`src/bqs_pkg.sv`:
```
// Package for the busiest queue scheduler: request codes, result status codes,
// sequencer states and default sizes. No dependencies.
`default_nettype none

package bqs_pkg;

    localparam int MAX_WORKERS = 16;
    localparam int COUNT_BITS  = 16;
    localparam int ID_W        = 8;

    typedef enum logic [1:0] {
        FN_ADD    = 2'd0,
        FN_REMOVE = 2'd1,
        FN_UPDATE = 2'd2,
        FN_SELECT = 2'd3
    } func_t;

    typedef enum logic [1:0] {
        STAT_OK      = 2'd0,
        STAT_DUP     = 2'd1,
        STAT_FULL    = 2'd2,
        STAT_MISSING = 2'd3
    } status_t;

    typedef enum logic [1:0] {
        S_IDLE  = 2'd0,
        S_SCAN  = 2'd1,
        S_SHIFT = 2'd2,
        S_DONE  = 2'd3
    } state_t;

endpackage

`default_nettype wire

```
`src/bqs_ram.sv`:
```
// Generic single-write, single-read RAM with registered read data.
// No dependencies.
`default_nettype none

module bqs_ram #(
    parameter int WIDTH = 8,
    parameter int DEPTH = 16
) (
    input  wire logic                     aclk,
    input  wire logic                     we,
    input  wire logic [$clog2(DEPTH)-1:0] waddr,
    input  wire logic [WIDTH-1:0]         wdata,
    input  wire logic [$clog2(DEPTH)-1:0] raddr,
    output logic      [WIDTH-1:0]         rdata
);

    logic [WIDTH-1:0] mem [DEPTH];
    logic [WIDTH-1:0] rdata_reg;

    always_ff @(posedge aclk) begin
        if (we) begin
            mem[waddr] <= wdata;
        end
        rdata_reg <= mem[raddr];
    end

    assign rdata = rdata_reg;

endmodule

`default_nettype wire

```
`src/busiest_queue_scheduler_top.sv`:
```
// Busiest queue scheduler top level: request sequencer, slot table RAM and
// result register. Depends on bqs_pkg and bqs_ram.
//
// Usage:
//   Requests enter on s_* (valid/ready): add, remove or update a worker by
//   id, or select the next worker to run. Each request yields exactly one
//   result on m_* (valid/ready): status, chosen worker and table-empty flag.
//   Workers sit packed in insertion order in a single-port-read RAM.
//   Timing: one request at a time. The id or select scan reads one RAM
//   entry per cycle up to the hit or the last stored worker; a remove that
//   hits then closes the gap by moving each later entry down one slot, and
//   the result register is loaded last. s_ready is low while a request is
//   in work.
//   The result register decouples the sides: a new request is taken while a
//   result still waits; if the receiver stalls, the following request holds
//   in its final step until the result register is free.
//   Reset (aresetn low, synchronous) empties the table and drops any result.
`default_nettype none

module busiest_queue_scheduler_top #(
    parameter int MAX_WORKERS = bqs_pkg::MAX_WORKERS,
    parameter int COUNT_BITS  = bqs_pkg::COUNT_BITS
) (
    input  wire logic        aclk,
    input  wire logic        aresetn,
    input  wire logic        s_valid,
    output logic             s_ready,
    input  wire logic [1:0]  s_func,
    input  wire logic [7:0]  s_worker_id,
    input  wire logic        s_is_blocked,
    input  wire logic [15:0] s_pending_msgs,
    input  wire logic [15:0] s_pending_internal,
    output logic             m_valid,
    input  wire logic        m_ready,
    output logic [1:0]       m_status,
    output logic             m_chosen_valid,
    output logic [7:0]       m_chosen_id,
    output logic             m_table_empty
);

    localparam int AW = $clog2(MAX_WORKERS);
    localparam int CW = $clog2(MAX_WORKERS + 1);
    localparam int CB = COUNT_BITS;
    localparam int IW = bqs_pkg::ID_W;
    localparam int EW = IW + 1 + 2 * CB;
    localparam logic [32:0] CNT_TOP = (33'd1 << COUNT_BITS) - 33'd1;

    bqs_pkg::state_t  state_reg, state_next;
    bqs_pkg::func_t   func_reg, func_next;
    logic [IW-1:0]    id_reg, id_next;
    logic             blk_reg, blk_next;
    logic [CB-1:0]    msgs_reg, msgs_next;
    logic [CB-1:0]    intl_reg, intl_next;
    logic [CW-1:0]    used_reg, used_next;
    logic [CW-1:0]    issue_reg, issue_next;
    logic             pend_reg, pend_next;
    logic [AW-1:0]    pidx_reg, pidx_next;
    logic             have_reg, have_next;
    logic [CB-1:0]    best_reg, best_next;
    logic [IW-1:0]    best_id_reg, best_id_next;
    bqs_pkg::status_t status_reg, status_next;
    logic             cvalid_reg, cvalid_next;
    logic [IW-1:0]    cid_reg, cid_next;

    logic             m_valid_reg, m_valid_next;
    logic [1:0]       m_status_reg, m_status_next;
    logic             m_cvalid_reg, m_cvalid_next;
    logic [IW-1:0]    m_cid_reg, m_cid_next;
    logic             m_empty_reg, m_empty_next;

    logic             ram_we;
    logic [AW-1:0]    ram_waddr;
    logic [EW-1:0]    ram_wdata;
    logic [AW-1:0]    ram_raddr;
    logic [EW-1:0]    ram_rdata;

    logic [IW-1:0]    r_id;
    logic             r_blk;
    logic [CB-1:0]    r_msgs;
    logic [CB-1:0]    r_intl;
    logic [32:0]      msgs_wide;
    logic [32:0]      intl_wide;
    logic [CB-1:0]    msgs_sat;
    logic [CB-1:0]    intl_sat;
    logic             hit;
    logic             scan_end;
    logic             out_free;

    bqs_ram #(
        .WIDTH(EW),
        .DEPTH(MAX_WORKERS)
    ) u_ram (
        .aclk (aclk),
        .we   (ram_we),
        .waddr(ram_waddr),
        .wdata(ram_wdata),
        .raddr(ram_raddr),
        .rdata(ram_rdata)
    );

    assign r_id   = ram_rdata[EW-1 -: IW];
    assign r_blk  = ram_rdata[2*CB];
    assign r_msgs = ram_rdata[2*CB-1 -: CB];
    assign r_intl = ram_rdata[CB-1:0];

    // saturate incoming counts to the stored width
    assign msgs_wide = 33'(s_pending_msgs);
    assign intl_wide = 33'(s_pending_internal);
    assign msgs_sat  = (msgs_wide > CNT_TOP) ? CNT_TOP[CB-1:0] : msgs_wide[CB-1:0];
    assign intl_sat  = (intl_wide > CNT_TOP) ? CNT_TOP[CB-1:0] : intl_wide[CB-1:0];

    assign hit = pend_reg && ((func_reg == bqs_pkg::FN_SELECT)
                              ? (r_blk && (r_intl != '0))
                              : (r_id == id_reg));
    assign scan_end = !pend_reg && (issue_reg >= used_reg);
    assign out_free = !m_valid_reg || m_ready;

    assign s_ready = (state_reg == bqs_pkg::S_IDLE);

    always_comb begin
        state_next    = state_reg;
        func_next     = func_reg;
        id_next       = id_reg;
        blk_next      = blk_reg;
        msgs_next     = msgs_reg;
        intl_next     = intl_reg;
        used_next     = used_reg;
        issue_next    = issue_reg;
        pend_next     = pend_reg;
        pidx_next     = pidx_reg;
        have_next     = have_reg;
        best_next     = best_reg;
        best_id_next  = best_id_reg;
        status_next   = status_reg;
        cvalid_next   = cvalid_reg;
        cid_next      = cid_reg;
        m_valid_next  = m_valid_reg && !m_ready;
        m_status_next = m_status_reg;
        m_cvalid_next = m_cvalid_reg;
        m_cid_next    = m_cid_reg;
        m_empty_next  = m_empty_reg;
        ram_we        = 1'b0;
        ram_waddr     = '0;
        ram_wdata     = '0;
        ram_raddr     = issue_reg[AW-1:0];

        case (state_reg)
            bqs_pkg::S_IDLE: begin
                if (s_valid) begin
                    func_next    = bqs_pkg::func_t'(s_func);
                    id_next      = s_worker_id;
                    blk_next     = s_is_blocked;
                    msgs_next    = msgs_sat;
                    intl_next    = intl_sat;
                    issue_next   = '0;
                    pend_next    = 1'b0;
                    have_next    = 1'b0;
                    best_next    = '0;
                    best_id_next = '0;
                    status_next  = bqs_pkg::STAT_OK;
                    cvalid_next  = 1'b0;
                    cid_next     = '0;
                    state_next   = bqs_pkg::S_SCAN;
                end
            end
            bqs_pkg::S_SCAN: begin
                if (issue_reg < used_reg) begin
                    pend_next  = 1'b1;
                    pidx_next  = issue_reg[AW-1:0];
                    issue_next = issue_reg + CW'(1);
                end else begin
                    pend_next = 1'b0;
                end
                if (pend_reg && !hit && (func_reg == bqs_pkg::FN_SELECT) && !r_blk
                    && (r_msgs != '0) && (!have_reg || (r_msgs > best_reg))) begin
                    have_next    = 1'b1;
                    best_next    = r_msgs;
                    best_id_next = r_id;
                end
                if (hit) begin
                    pend_next  = 1'b0;
                    state_next = bqs_pkg::S_DONE;
                    case (func_reg)
                        bqs_pkg::FN_ADD: begin
                            status_next = bqs_pkg::STAT_DUP;
                        end
                        bqs_pkg::FN_REMOVE: begin
                            issue_next = CW'(pidx_reg) + CW'(1);
                            state_next = bqs_pkg::S_SHIFT;
                        end
                        bqs_pkg::FN_UPDATE: begin
                            ram_we    = 1'b1;
                            ram_waddr = pidx_reg;
                            ram_wdata = {id_reg, blk_reg, msgs_reg, intl_reg};
                        end
                        default: begin
                            cvalid_next = 1'b1;
                            cid_next    = r_id;
                        end
                    endcase
                end else if (scan_end) begin
                    state_next = bqs_pkg::S_DONE;
                    case (func_reg)
                        bqs_pkg::FN_ADD: begin
                            if (used_reg == CW'(MAX_WORKERS)) begin
                                status_next = bqs_pkg::STAT_FULL;
                            end else begin
                                ram_we    = 1'b1;
                                ram_waddr = used_reg[AW-1:0];
                                ram_wdata = {id_reg, blk_reg, msgs_reg, intl_reg};
                                used_next = used_reg + CW'(1);
                            end
                        end
                        bqs_pkg::FN_REMOVE, bqs_pkg::FN_UPDATE: begin
                            status_next = bqs_pkg::STAT_MISSING;
                        end
                        default: begin
                            cvalid_next = have_reg;
                            cid_next    = best_id_reg;
                        end
                    endcase
                end
            end
            bqs_pkg::S_SHIFT: begin
                // close the gap: entry i+1 is read, and written to i in the next cycle
                if (pend_reg) begin
                    ram_we    = 1'b1;
                    ram_waddr = pidx_reg - AW'(1);
                    ram_wdata = ram_rdata;
                end
                if (issue_reg < used_reg) begin
                    pend_next  = 1'b1;
                    pidx_next  = issue_reg[AW-1:0];
                    issue_next = issue_reg + CW'(1);
                end else begin
                    pend_next = 1'b0;
                    if (!pend_reg) begin
                        used_next  = used_reg - CW'(1);
                        state_next = bqs_pkg::S_DONE;
                    end
                end
            end
            bqs_pkg::S_DONE: begin
                if (out_free) begin
                    m_valid_next  = 1'b1;
                    m_status_next = status_reg;
                    m_cvalid_next = cvalid_reg;
                    m_cid_next    = cid_reg;
                    m_empty_next  = (used_reg == '0);
                    state_next    = bqs_pkg::S_IDLE;
                end
            end
            default: begin
                state_next = bqs_pkg::S_IDLE;
            end
        endcase
    end

    always_ff @(posedge aclk) begin
        if (!aresetn) begin
            state_reg   <= bqs_pkg::S_IDLE;
            used_reg    <= '0;
            pend_reg    <= 1'b0;
            m_valid_reg <= 1'b0;
        end else begin
            state_reg   <= state_next;
            used_reg    <= used_next;
            pend_reg    <= pend_next;
            m_valid_reg <= m_valid_next;
        end
    end

    always_ff @(posedge aclk) begin
        func_reg     <= func_next;
        id_reg       <= id_next;
        blk_reg      <= blk_next;
        msgs_reg     <= msgs_next;
        intl_reg     <= intl_next;
        issue_reg    <= issue_next;
        pidx_reg     <= pidx_next;
        have_reg     <= have_next;
        best_reg     <= best_next;
        best_id_reg  <= best_id_next;
        status_reg   <= status_next;
        cvalid_reg   <= cvalid_next;
        cid_reg      <= cid_next;
        m_status_reg <= m_status_next;
        m_cvalid_reg <= m_cvalid_next;
        m_cid_reg    <= m_cid_next;
        m_empty_reg  <= m_empty_next;
    end

    assign m_valid        = m_valid_reg;
    assign m_status       = m_status_reg;
    assign m_chosen_valid = m_cvalid_reg;
    assign m_chosen_id    = m_cid_reg;
    assign m_table_empty  = m_empty_reg;

endmodule

`default_nettype wire

```
`config.mk`:
```
export PLATFORM = sky130hd
export DESIGN_NAME = busiest_queue_scheduler_top
export DESIGN_NICKNAME = d
export VERILOG_FILES = /design/src/bqs_pkg.sv /design/src/bqs_ram.sv /design/src/busiest_queue_scheduler_top.sv
export SDC_FILE = /design/constraint.sdc
export NUM_CORES = 1
export LEC_CHECK = 0
export ABC_CLOCK_PERIOD_IN_PS = 9000
export BUFFER_PORTS_ARGS = -buffer_cell sky130_fd_sc_hd__buf_4
export CORE_ASPECT_RATIO = 0.5
export CORE_UTILIZATION = 52
export DETAILED_ROUTE_END_ITERATION = 16
export GPL_TIMING_DRIVEN = 1
export MAX_ROUTING_LAYER = met4
export PLACE_DENSITY = 0.68
export RECOVER_POWER = 100
export SYNTH_ARGS = -nofsm -noshare
export SYNTH_HDL_FRONTEND = slang
export SYNTH_SLANG_ARGS = --single-unit
```
`constraint.sdc`:
```
create_clock -name aclk -period 9 [get_ports aclk]
set_clock_uncertainty 0.15 [all_clocks]
set_input_delay 0 -clock aclk [delete_from_list [all_inputs] [get_ports aclk]]
set_output_delay 0 -clock aclk [all_outputs]
set_load 0.1 [all_outputs]
```
# Word-level counts from Yosys, hierarchy flattened

Memory sizes are Yosys's and may differ from the RTL's. A register that Yosys moved wholly into a read port is not among the register bits.
Cells that the tools add are included.

Add/sub/neg operators: 5
Magnitude comparators: 5
Equal/unequal tests: 23
Multiplexer cells: 75
Reduce and logical (&&, ||, !) cells: 37

Operators by type and width:

| operator               | number |
|---|---|
| $mux W41               | 6 |
| $pmux W41 S2           | 1 |
| $mux W5                | 10 |
| $mux W8                | 6 |
| $gt A16 B16 Y1 const B | 2 |
| $mux W16               | 2 |
| $pmux W16 S2           | 1 |
| $pmux W8 S2            | 2 |
| $reduce_bool A16 Y1    | 2 |
| $mux W4                | 6 |
| $mux W2                | 11 |
| $mux W1                | 20 |
| $ne A2 B2 Y1 const B   | 9 |
| $gt A16 B16 Y1         | 1 |
| $pmux W5 S3            | 1 |
| $ne A3 B3 Y1 const B   | 4 |
| $add A5 B1 Y5 const B  | 2 |
| $pmux W5 S2            | 1 |
| $reduce_and A5 Y1      | 2 |
| $logic_and A1 B1 Y1    | 9 |
| $eq A2 B2 Y1 const B   | 4 |
| $eq A8 B8 Y1           | 1 |
| $pmux W2 S2            | 2 |
| $pmux W2 S4            | 1 |
| other kinds (24)       | 39 |

Register bits: 109
RAM bits: 656
Output and inout bits: 14
Word-level logic and storage cells: 167
Memories kept: 1

Memory list:

| memory    | words | bits a word | rd ports | clocked after memory_dff | write ports | RTL line      | RTL |
|---|---|---|---|---|---|---|---|
| u_ram.mem | 16    | 41          | 1        | 1                        | 1           | bqs_ram.sv:17 | `logic [WIDTH-1:0] mem [DEPTH];` |

# Logic depth before layout (Yosys ltp)

Gate-level depths: netlist of run 1.

Depth after elaboration: 12
Depth in mapped cells: 12
Mapped depth without buffers: 10

# Cells and area by module

Synthesis of run 1 repeated with hierarchy kept, for this count alone.

Cell total of the unflattened synthesis: 1,579
Area, all modules: 31,241.2 sq um

Modules (own cells, without submodules):

| module                      | instances | cells an instance | area each (sq um) | seq. area each (sq um) |
|---|---|---|---|---|
| bqs_ram                     | 1         | 1,066             | 25,369.3          | 20,519.7 |
| busiest_queue_scheduler_top | 1         | 513               | 5,871.9           | 3,183.1 |

# Worst setup path before layout of run 1

Ideal clock, no wire load.

Path kind: register to register
Start point: register issue_reg[0]
End point: memory u_ram.mem[12][0] (netlist bit) (enable)
Setup time: 0.541 ns
Data arrival time: 6.055 ns
Required time: 8.309 ns
Path slack: 2.253 ns
Stages on the path, launching flop included: 12
Path through: edfxtp_1 > clkbuf_1 > buf_6 > buf_2 > inv_1 > ha_1 > nor2b_1 > o21ai_2 > a31oi_1 > o22ai_1 > a211o_1 > nor4_1

Word-level cells in the longest chain between the ends: 7
Elaborated cells on any way between the ends: 10
Classes of those cells: order compare: 1; mux: 8; reduce/logical: 1

Ends and longest elaborated chain:

| element                       | RTL line                           | RTL |
|---|---|---|
| start, declared               | busiest_queue_scheduler_top.sv:55  | `logic [CW-1:0] issue_reg, issue_next;` |
| start signal, assigned        | busiest_queue_scheduler_top.sv:279 | `issue_reg <= issue_next;` |
| $ge A5 B5 Y1 *                | busiest_queue_scheduler_top.sv:115 | `assign scan_end = !pend_reg && (issue_reg >= used_reg);` |
| $logic_and A1 B1 Y1 *         | busiest_queue_scheduler_top.sv:115 |  |
| $mux W1                       | busiest_queue_scheduler_top.sv:201 | `end else if (scan_end) begin` |
| $mux W1                       | busiest_queue_scheduler_top.sv:180 | `if (hit) begin` |
| $pmux W1 S2                   | busiest_queue_scheduler_top.sv:147 | `case (state_reg)` |
| $mux W1                       | bqs_ram.sv:21                      | `if (we) begin` |
| $mux W1 (implied by the code) | bqs_ram.sv:22                      | `mem[waddr] <= wdata;` |
| end, declared                 | bqs_ram.sv:17                      |  |

Every way passes the cells marked *; elsewhere a longest branch is shown, timed or not.

# Worst setup path in the final report of run 1

Start point: register state_reg[1]
End point: memory u_ram.mem[13][12] (netlist bit) (enable)

Word-level cells in the longest chain between the ends: 4
Elaborated cells on any way between the ends: 6
Classes of those cells: eq/ne: 2; mux: 4

Ends and longest elaborated chain:

| element                                      | RTL line                           | RTL |
|---|---|---|
| start, declared                              | busiest_queue_scheduler_top.sv:48  | `bqs_pkg::state_t state_reg, state_next;` |
| start signal, assigned                       | busiest_queue_scheduler_top.sv:261 | `state_reg <= bqs_pkg::S_IDLE;` |
| start signal, assigned                       | busiest_queue_scheduler_top.sv:266 | `state_reg <= state_next;` |
| $eq A2 B2 Y1 or $eq A2 B1 Y1 (tied branches) | busiest_queue_scheduler_top.sv:147 |  |
| $pmux W1 S2                                  | busiest_queue_scheduler_top.sv:147 |  |
| $mux W1                                      | bqs_ram.sv:21                      |  |
| $mux W1 (implied by the code)                | bqs_ram.sv:22                      |  |

Several ways; a longest one is shown, not always the timed one.

==> results of run 1 <==
==> synthesized netlist by cell type (all sizes together) (3+ instances only) <==
cell | n | area, sq um
a211o | 3 | 26.28
a21o | 7 | 52.55
a21oi | 54 | 281.5
a31oi | 5 | 31.28
and2 | 32 | 202.7
and3 | 3 | 20.02
buf | 39 | 219.0
clkbuf | 36 | 136.4
dfxtp | 50 | 1001
edfxtp | 756 | 22700
ha | 35 | 437.9
inv | 32 | 120.1
mux2i | 13 | 130.1
mux4 | 205 | 4617
nand2 | 56 | 212.7
nand3 | 7 | 40.04
nand4 | 9 | 56.30
nor2 | 13 | 48.80
nor2b | 17 | 106.4
nor3 | 18 | 90.09
nor4 | 15 | 106.4
o211ai | 4 | 35.03
o21a | 6 | 45.04
o21ai | 55 | 286.5
o22ai | 6 | 37.54
xnor2 | 11 | 96.34
xor2 | 9 | 78.83
==> placed cells by master (no fill, tap or decap), types with 14 or more instances in the layout <==
cell type and n:
clkbuf_16 74, dfxtp_1 50, clkinv_2 17, clkbuf_4 41, buf_4 21, and2_1 14, dlygate4sd3_1 89, ha_1 35
inv_1 32, mux4_2 205, clkbuf_1 48, nand2_1 56, o21ai_0 54, a21oi_1 53, edfxtp_1 756, and2_0 15
nor2b_1 17
==> per-layer routing <==
metal,share of wire,vias up,GRT usage,wire length [um]
li1,-,6600,-,-
met1,0.42,8341,0.3544,29930
met2,0.47,747,0.3643,33200
met3,0.086,113,0.04014,6070
met4,0.019,0,0.05556,1376
met5,0,-,-,0
==> how the worst min path moves through the flow <==
stage	from	to	slack, ps	cells past startpoint
after floorplan	s_is_blocked	blk_reg	-50	0
after global placement	s_pending_internal[5]	intl_reg[5]	30	1
after detailed placement	s_pending_internal[3]	intl_reg[3]	30	1
after CTS	s_pending_msgs[3]	msgs_reg[3]	2	2
after global routing	aresetn	used_reg[2]	110	3
final	aresetn	used_reg[0]	100	3
==> worst max-delay path, cell delays in order (launching register included) <==
cell,delay [ps]
dfxtp_1,360
inv_1,90
ha_1,140
clkbuf_1,1200
and2_0,480
a21boi_0,250
buf_4,560
a221oi_1,440
nor3_2,270
clkbuf_1,2140
==> stage by stage <==
| stage | worst slack [ps] | instances | instance area (sq um) |
|---|---|---|---|
| 3_5_place_dp | 4138 | 2353 | 32960 |
| 2_1_floorplan | 2253 | 1520 | 31450 |
| 3_3_place_gp | 4134 | 2353 | 32960 |
| 6_report | 2416 | 2570 | 35900 |
| 4_1_cts | 4153 | 2570 | 36140 |
| 5_1_grt | 2083 | 2570 | 35900 |
==> cell type report <==
class,count,area share
sequential,806,0.6602
multi-input combinational,606,0.2024
clock buffer,93,0.05440
timing repair buffer,185,0.04182
tap,812,0.02830
clock inverter,35,0.009444
inverter,33,0.003450
==> where the power goes <==
group	internal (uW)	switching (uW)	leakage (uW)
logic	1090	1140	0.00275
registers	4430	232	0.00669
clock network	1690	1330	0.00113
==> kinds of logic (layout without fill, tap and decap cells) <==
family,count (synthesis),in the layout
flip-flops,806,806
multiplexers,218,218
AND/OR/NAND/NOR,182,182
AO/OA/AOI/OAI,150,150
buffers and inverters,108,346
adder cells (fa/ha/maj),36,36
XOR/XNOR,20,20
==> what timing repair did <==
action                                  4_1_cts  5_1_grt
hold buffers                                 89        0
endpoints found under the hold margin        57        0
endpoints found under the setup margin        0        0
==> impl_metrics.py, run 1 <==
metrics = {
    "synthesis": {
        "seq_area_frac_synth": 0.7537,
        "ys_types": 63,
        "async_reset_ff_frac": 0,
        "ys_warn_count": 0,
        "yosys.area_share.simple": 0.03111,
        "ys_ff_latch": 806,
        "synthMuxAreaShare": 0.1509,
        "synth-edff-count": 756,
        "syn_nets": 1603,
        "synth_top_family_by_area": "multiplexers",
        "synth-xor-area-share": 0.005570,
        "yosys.area_share.adder": 0.01456,
        "syn_avg_cell_area_sq_um": 20.69,
        "dominantRegCellSynth": "edfxtp_1",
        "syn_inst": 1520,
        "syn_area_sq_um": 31450,
        "synth-compound-area-share": 0.02892,
    },
    "clock_tree": {
        "clk_pin_slew_ps": 70,
        "cts.sinks": 806,
        "cts-root-buf": "clkbuf_16",
        "cts_max_level": 3,
        "cts_buffers": 70,
        "worst_skew_pair.late_latency_ps": 600,
        "post_cts_buffers": 0,
        "cts_resized": 0,
        "cts_max_path_buffers": 3,
        "cts_tree": "done",
    },
    "route": {
        "via_count": 15800,
        "wl_per_cell_um": 27.46,
        "drc": 0,
        "drt_iter0_markers": 1674,
        "via_per_inst": 6.148,
        "drtAntennaViolNets": 0,
        "dr.pass1.iters": 5,
        "wirelength_mm": 70.58,
    },
    "layout": {
        "register_area_sq_um": 23700,
        "largest_reg_flops": 656,
        "fin_util": 0.6033,
        "multi_input_area_sq_um": 7268,
        "fillerInstances": 4166,
        "nets": 1785,
        "drive_gt1_frac": 0.2241,
        "insertedDiodeCount": 0,
        "areaGrowthSynthToFinish_pct": 14.16,
    },
    "grt": {
        "antenna_found_initial": 1,
        "grt_max_degree": 169,
        "overflow": 0,
        "grt_pass1_vias": 16190,
        "grt_usage": 0.2430,
        "grt_pass1_wl_mm": 104.6,
    },
    "die": {
        "die_area_sq_um": 61530,
        "die_h_um": 175.9,
        "die_x_um": 349.8,
        "num_io_pins": 61,
        "core_sq_um": 59510,
        "start_util": 0.5285,
        "rows": 63,
    },
    "sta": {
        "finalSetupViolCount": 0,
        "fmax_mhz": 151.9,
        "whs_ps": 97.57,
        "slew_headroom": -2.273,
        "rsz0062_at_grt": "no",
        "tightest_slew_ps": 4910,
        "slew_violations": 493,
        "period_needed_ps": 6584,
        "finalSetupTns_ps": 0,
        "hold_viol": 0,
        "finalCritPeriodShare": 0.7316,
    },
    "run_status": {
        "status": "complete, but fails checks",
        "failed_checks": "max-capacitance violations, max-slew violations",
    },
    "pwr": {
        "power.total_uw": 9912,
        "peakVddDrop_mv": 0.2146,
        "power_density_nw_per_um2": 276.1,
        "leakage_uw": 0.01056,
    },
    "critical_path": {
        "startpoint": "state_reg[1]",
        "r2r_slack_ps": 2420,
        "r2r_start": "state_reg[1]",
        "r2r_end": "u_ram.mem[13][12]",
        "critPathMaxFanout": 48,
        "critPathArrivalTime_ps": 6580,
        "r2r_cells": 9,
        "worstSetupPathType": "reg2reg",
        "endpoint": "u_ram.mem[13][12]",
        "cp-end-kind": "flop",
        "cp.required_ps": 9000,
        "start_kind": "flop",
    },
    "run": {
        "maxCapViolCount": 10,
    },
    "placed_design": {
        "dp_hpwl_mm": 37.14,
        "gp_routability_congestion": 0.9084,
        "portBuffers": 60,
    },
    "hold_path": {
        "hold_class": "in2reg",
    },
}
No activity file was read; power rests on OpenSTA's default activity.
==> inputs of run 2 (changes only) <==
ABC_AREA = 1   (was unset)
ABC_CLOCK_PERIOD_IN_PS = 6400   (was 9000)
clock period = 6.4 ns   (was 9 ns; I/O delays follow)
==> impl_metrics.py, run 2 <==
metrics = {
    "sta": {
        "period_needed_ps": 5420,
        "finalCritPeriodShare": 0.8468,
        "fmax_mhz": 184.5,
        "whs_ps": 75.79,
        "finalSetupViolCount": 0,
        "rsz0062_at_grt": "no",
        "slew_headroom": -1.328,
        "hold_viol": 0,
        "slew_violations": 363,
        "tightest_slew_ps": 3492,
        "finalSetupTns_ps": 0,
    },
    "synthesis": {
        "seq_area_frac_synth": 0.7438,
        "synth_common_cells": "edfxtp_1 (756), nor2_1 (377), o21ai_0 (342)",
        "ys_ff_latch": 806,
        "syn_avg_cell_area_sq_um": 12.87,
        "async_reset_ff_frac": 0,
        "synth-edff-count": 756,
        "ys_types": 33,
        "syn_area_sq_um": 31870,
        "synth.area.top_cells": "edfxtp_1 (71%), o21ai_0 (5.4%), nor2_1 (4.4%), nand2_1 (3.2%), dfxtp_1 (3.1%)",
        "ys_warn_count": 0,
        "synth_top_area_frac": 0.7124,
        "dominantRegCellSynth": "edfxtp_1",
        "syn_nets": 2558,
        "synth_area_leader_cell": "edfxtp_1",
        "yosysMostFrequentCell": "edfxtp_1",
        "syn_inst": 2475,
    },
    "grt": {
        "antenna_found_initial": 0,
        "grt_pass1_vias": 19850,
        "grt_pass1_wl_mm": 120.4,
        "grt_max_degree": 257,
        "grt_usage": 0.2645,
        "overflow": 0,
    },
    "die": {
        "die_x_um": 352.1,
        "start_util": 0.5319,
        "rows": 63,
        "die_area_sq_um": 62330,
        "core_sq_um": 59910,
        "num_io_pins": 61,
        "die_h_um": 177.0,
    },
    "clock_tree": {
        "cts_tree": "done",
        "cts_resized": 0,
        "worst_skew_pair.late_latency_ps": 620,
        "cts_max_path_buffers": 3,
        "cts.sinks": 806,
        "clk_pin_slew_ps": 60,
        "cts_buffers": 70,
        "cts-root-buf": "clkbuf_16",
        "cts_max_level": 3,
    },
    "placed_design": {
        "dp_hpwl_mm": 41.13,
        "portBuffers": 60,
        "gp_routability_congestion": 0.8560,
    },
    "pwr": {
        "leakage_uw": 0.01137,
        "p_sw_uw": 5126,
        "peakVddDrop_mv": 0.4868,
        "clkPwrFrac": 0.290,
        "power_density_nw_per_um2": 411.8,
        "internal_power_uw": 9790,
        "sw_frac_of_total": 0.3437,
        "power.share.sequential": 0.441,
        "pwr-share-comb": 0.269,
    },
    "critical_path": {
        "start_kind": "flop",
        "r2r_slack_ps": 980,
        "worstSetupPathType": "reg2reg",
        "cp-end-kind": "flop",
        "r2r_start": "state_reg[0]",
        "startpoint": "state_reg[0]",
        "r2r_cells": 9,
        "cp.required_ps": 6500,
        "endpoint": "u_ram.mem[6][12]",
        "r2r_end": "u_ram.mem[6][12]",
        "critPathArrivalTime_ps": 5520,
        "critPathMaxFanout": 25,
    },
    "layout": {
        "layout_commonest_cell": "edfxtp_1",
        "insertedDiodeCount": 0,
        "nets": 2670,
        "largest_reg_flops": 656,
        "areaGrowthSynthToFinish_pct": 13.66,
        "fillerInstances": 4592,
        "drive_gt1_frac": 0.07526,
        "final_cell_mix": "edfxtp_1 (756), nor2_1 (364), o21ai_0 (342)",
    },
    "route": {
        "via_count": 20790,
        "wirelength_mm": 80.22,
        "drt_iter0_markers": 2696,
        "drc": 0,
        "wl_per_cell_um": 23.21,
        "drtAntennaViolNets": 0,
        "dr.pass1.iters": 5,
        "via_per_inst": 6.015,
    },
    "run_status": {
        "status": "complete, but fails checks",
        "failed_checks": "max-capacitance violations, max-slew violations",
    },
    "run": {
        "maxCapViolCount": 11,
    },
    "hold_path": {
        "hold_class": "in2reg",
    },
}
-- run 2: cell types whose count changed after synthesis, moves of 85 or more --
cell	delta
o22ai_1	+96
mux4_2	-205
clkbuf_1	+85
nor2_1	+364
o21ai_0	+296
nand2_1	+214
-- run 2: repair_timing --
item	in CTS	in global routing
endpoints found under the hold margin	69	0
hold buffers	90	0
setup buffers	0	0
-- run 2: cell type report --
| cell class | count | area (sq um) | share of cell area |
|---|---|---|---|
| well taps | 812 | 1016 | 0.02805 |
| clock buffers | 99 | 1992 | 0.05500 |
| clock inverters | 30 | 334.1 | 0.009224 |
| multi-input cells | 1428 | 7253 | 0.2003 |
| repair buffers | 187 | 1558 | 0.04301 |
| inverters | 94 | 362.8 | 0.01002 |
| flip-flops and latches | 806 | 23700 | 0.6544 |
-- run 2: worst min-delay path by stage --
stage,start,cells past startpoint,to
2_1_floorplan,s_is_blocked,0,blk_reg
3_3_place_gp,s_pending_msgs[5],1,msgs_reg[5]
3_5_place_dp,s_pending_msgs[13],1,msgs_reg[13]
4_1_cts,m_ready,5,m_valid
5_1_grt,aresetn,4,used_reg[0]
6_report,aresetn,4,used_reg[0]
-- run 2: metrics by stage --
step	area [sq um]	setup WS [ps]	cells	total power, uW	utilization
6_report	36220	980.2	3456	14920	0.6046
3_5_place_dp	33180	2002	3237	10590	0.5538
3_3_place_gp	33180	2084	3237	10520	0.5538
4_1_cts	36400	2003	3456	14910	0.6077
2_1_floorplan	31870	2048	2475	9291	-
5_1_grt	36220	894.4	3456	15590	0.6046
-- run 2: cells by family (layout without fill, tap and decap cells) --
family,Yosys count,in the layout,synth area share
flops,806,806,0.7438
compound gates,613,613,0.1108
fa+ha+maj,36,36,0.01437
simple gates,765,765,0.09695
buf+inv,241,410,0.03023
xor+xnor,14,14,0.003848
-- run 2: worst max-delay path, stage by stage (launching register included) --
cell and delay, ps:
dfxtp_1 350, inv_1 100, ha_1 380, nand2_1 160, inv_1 1030, nand2_1 130
nand3_1 240, nand3_1 220, nor2_1 1580, buf_4 700
-- run 2: routing by layer --
layer	up-vias	GRT usage	routed length [um]
li1	9307	-	-
met1	10230	0.3780	34270
met2	1091	0.3867	35550
met3	156	0.05371	8455
met4	0	0.07391	1940
met5	-	-	0
-- run 2: power by group through the flow --
stage          clock network, uW  registers [uW]  logic (uW)
2_1_floorplan                  0            6620        2670
3_3_place_gp                   0            6670        3850
3_5_place_dp                   0            6680        3910
4_1_cts                     4350            6560        3990
5_1_grt                     4560            6610        4420
6_report                    4320            6580        4020
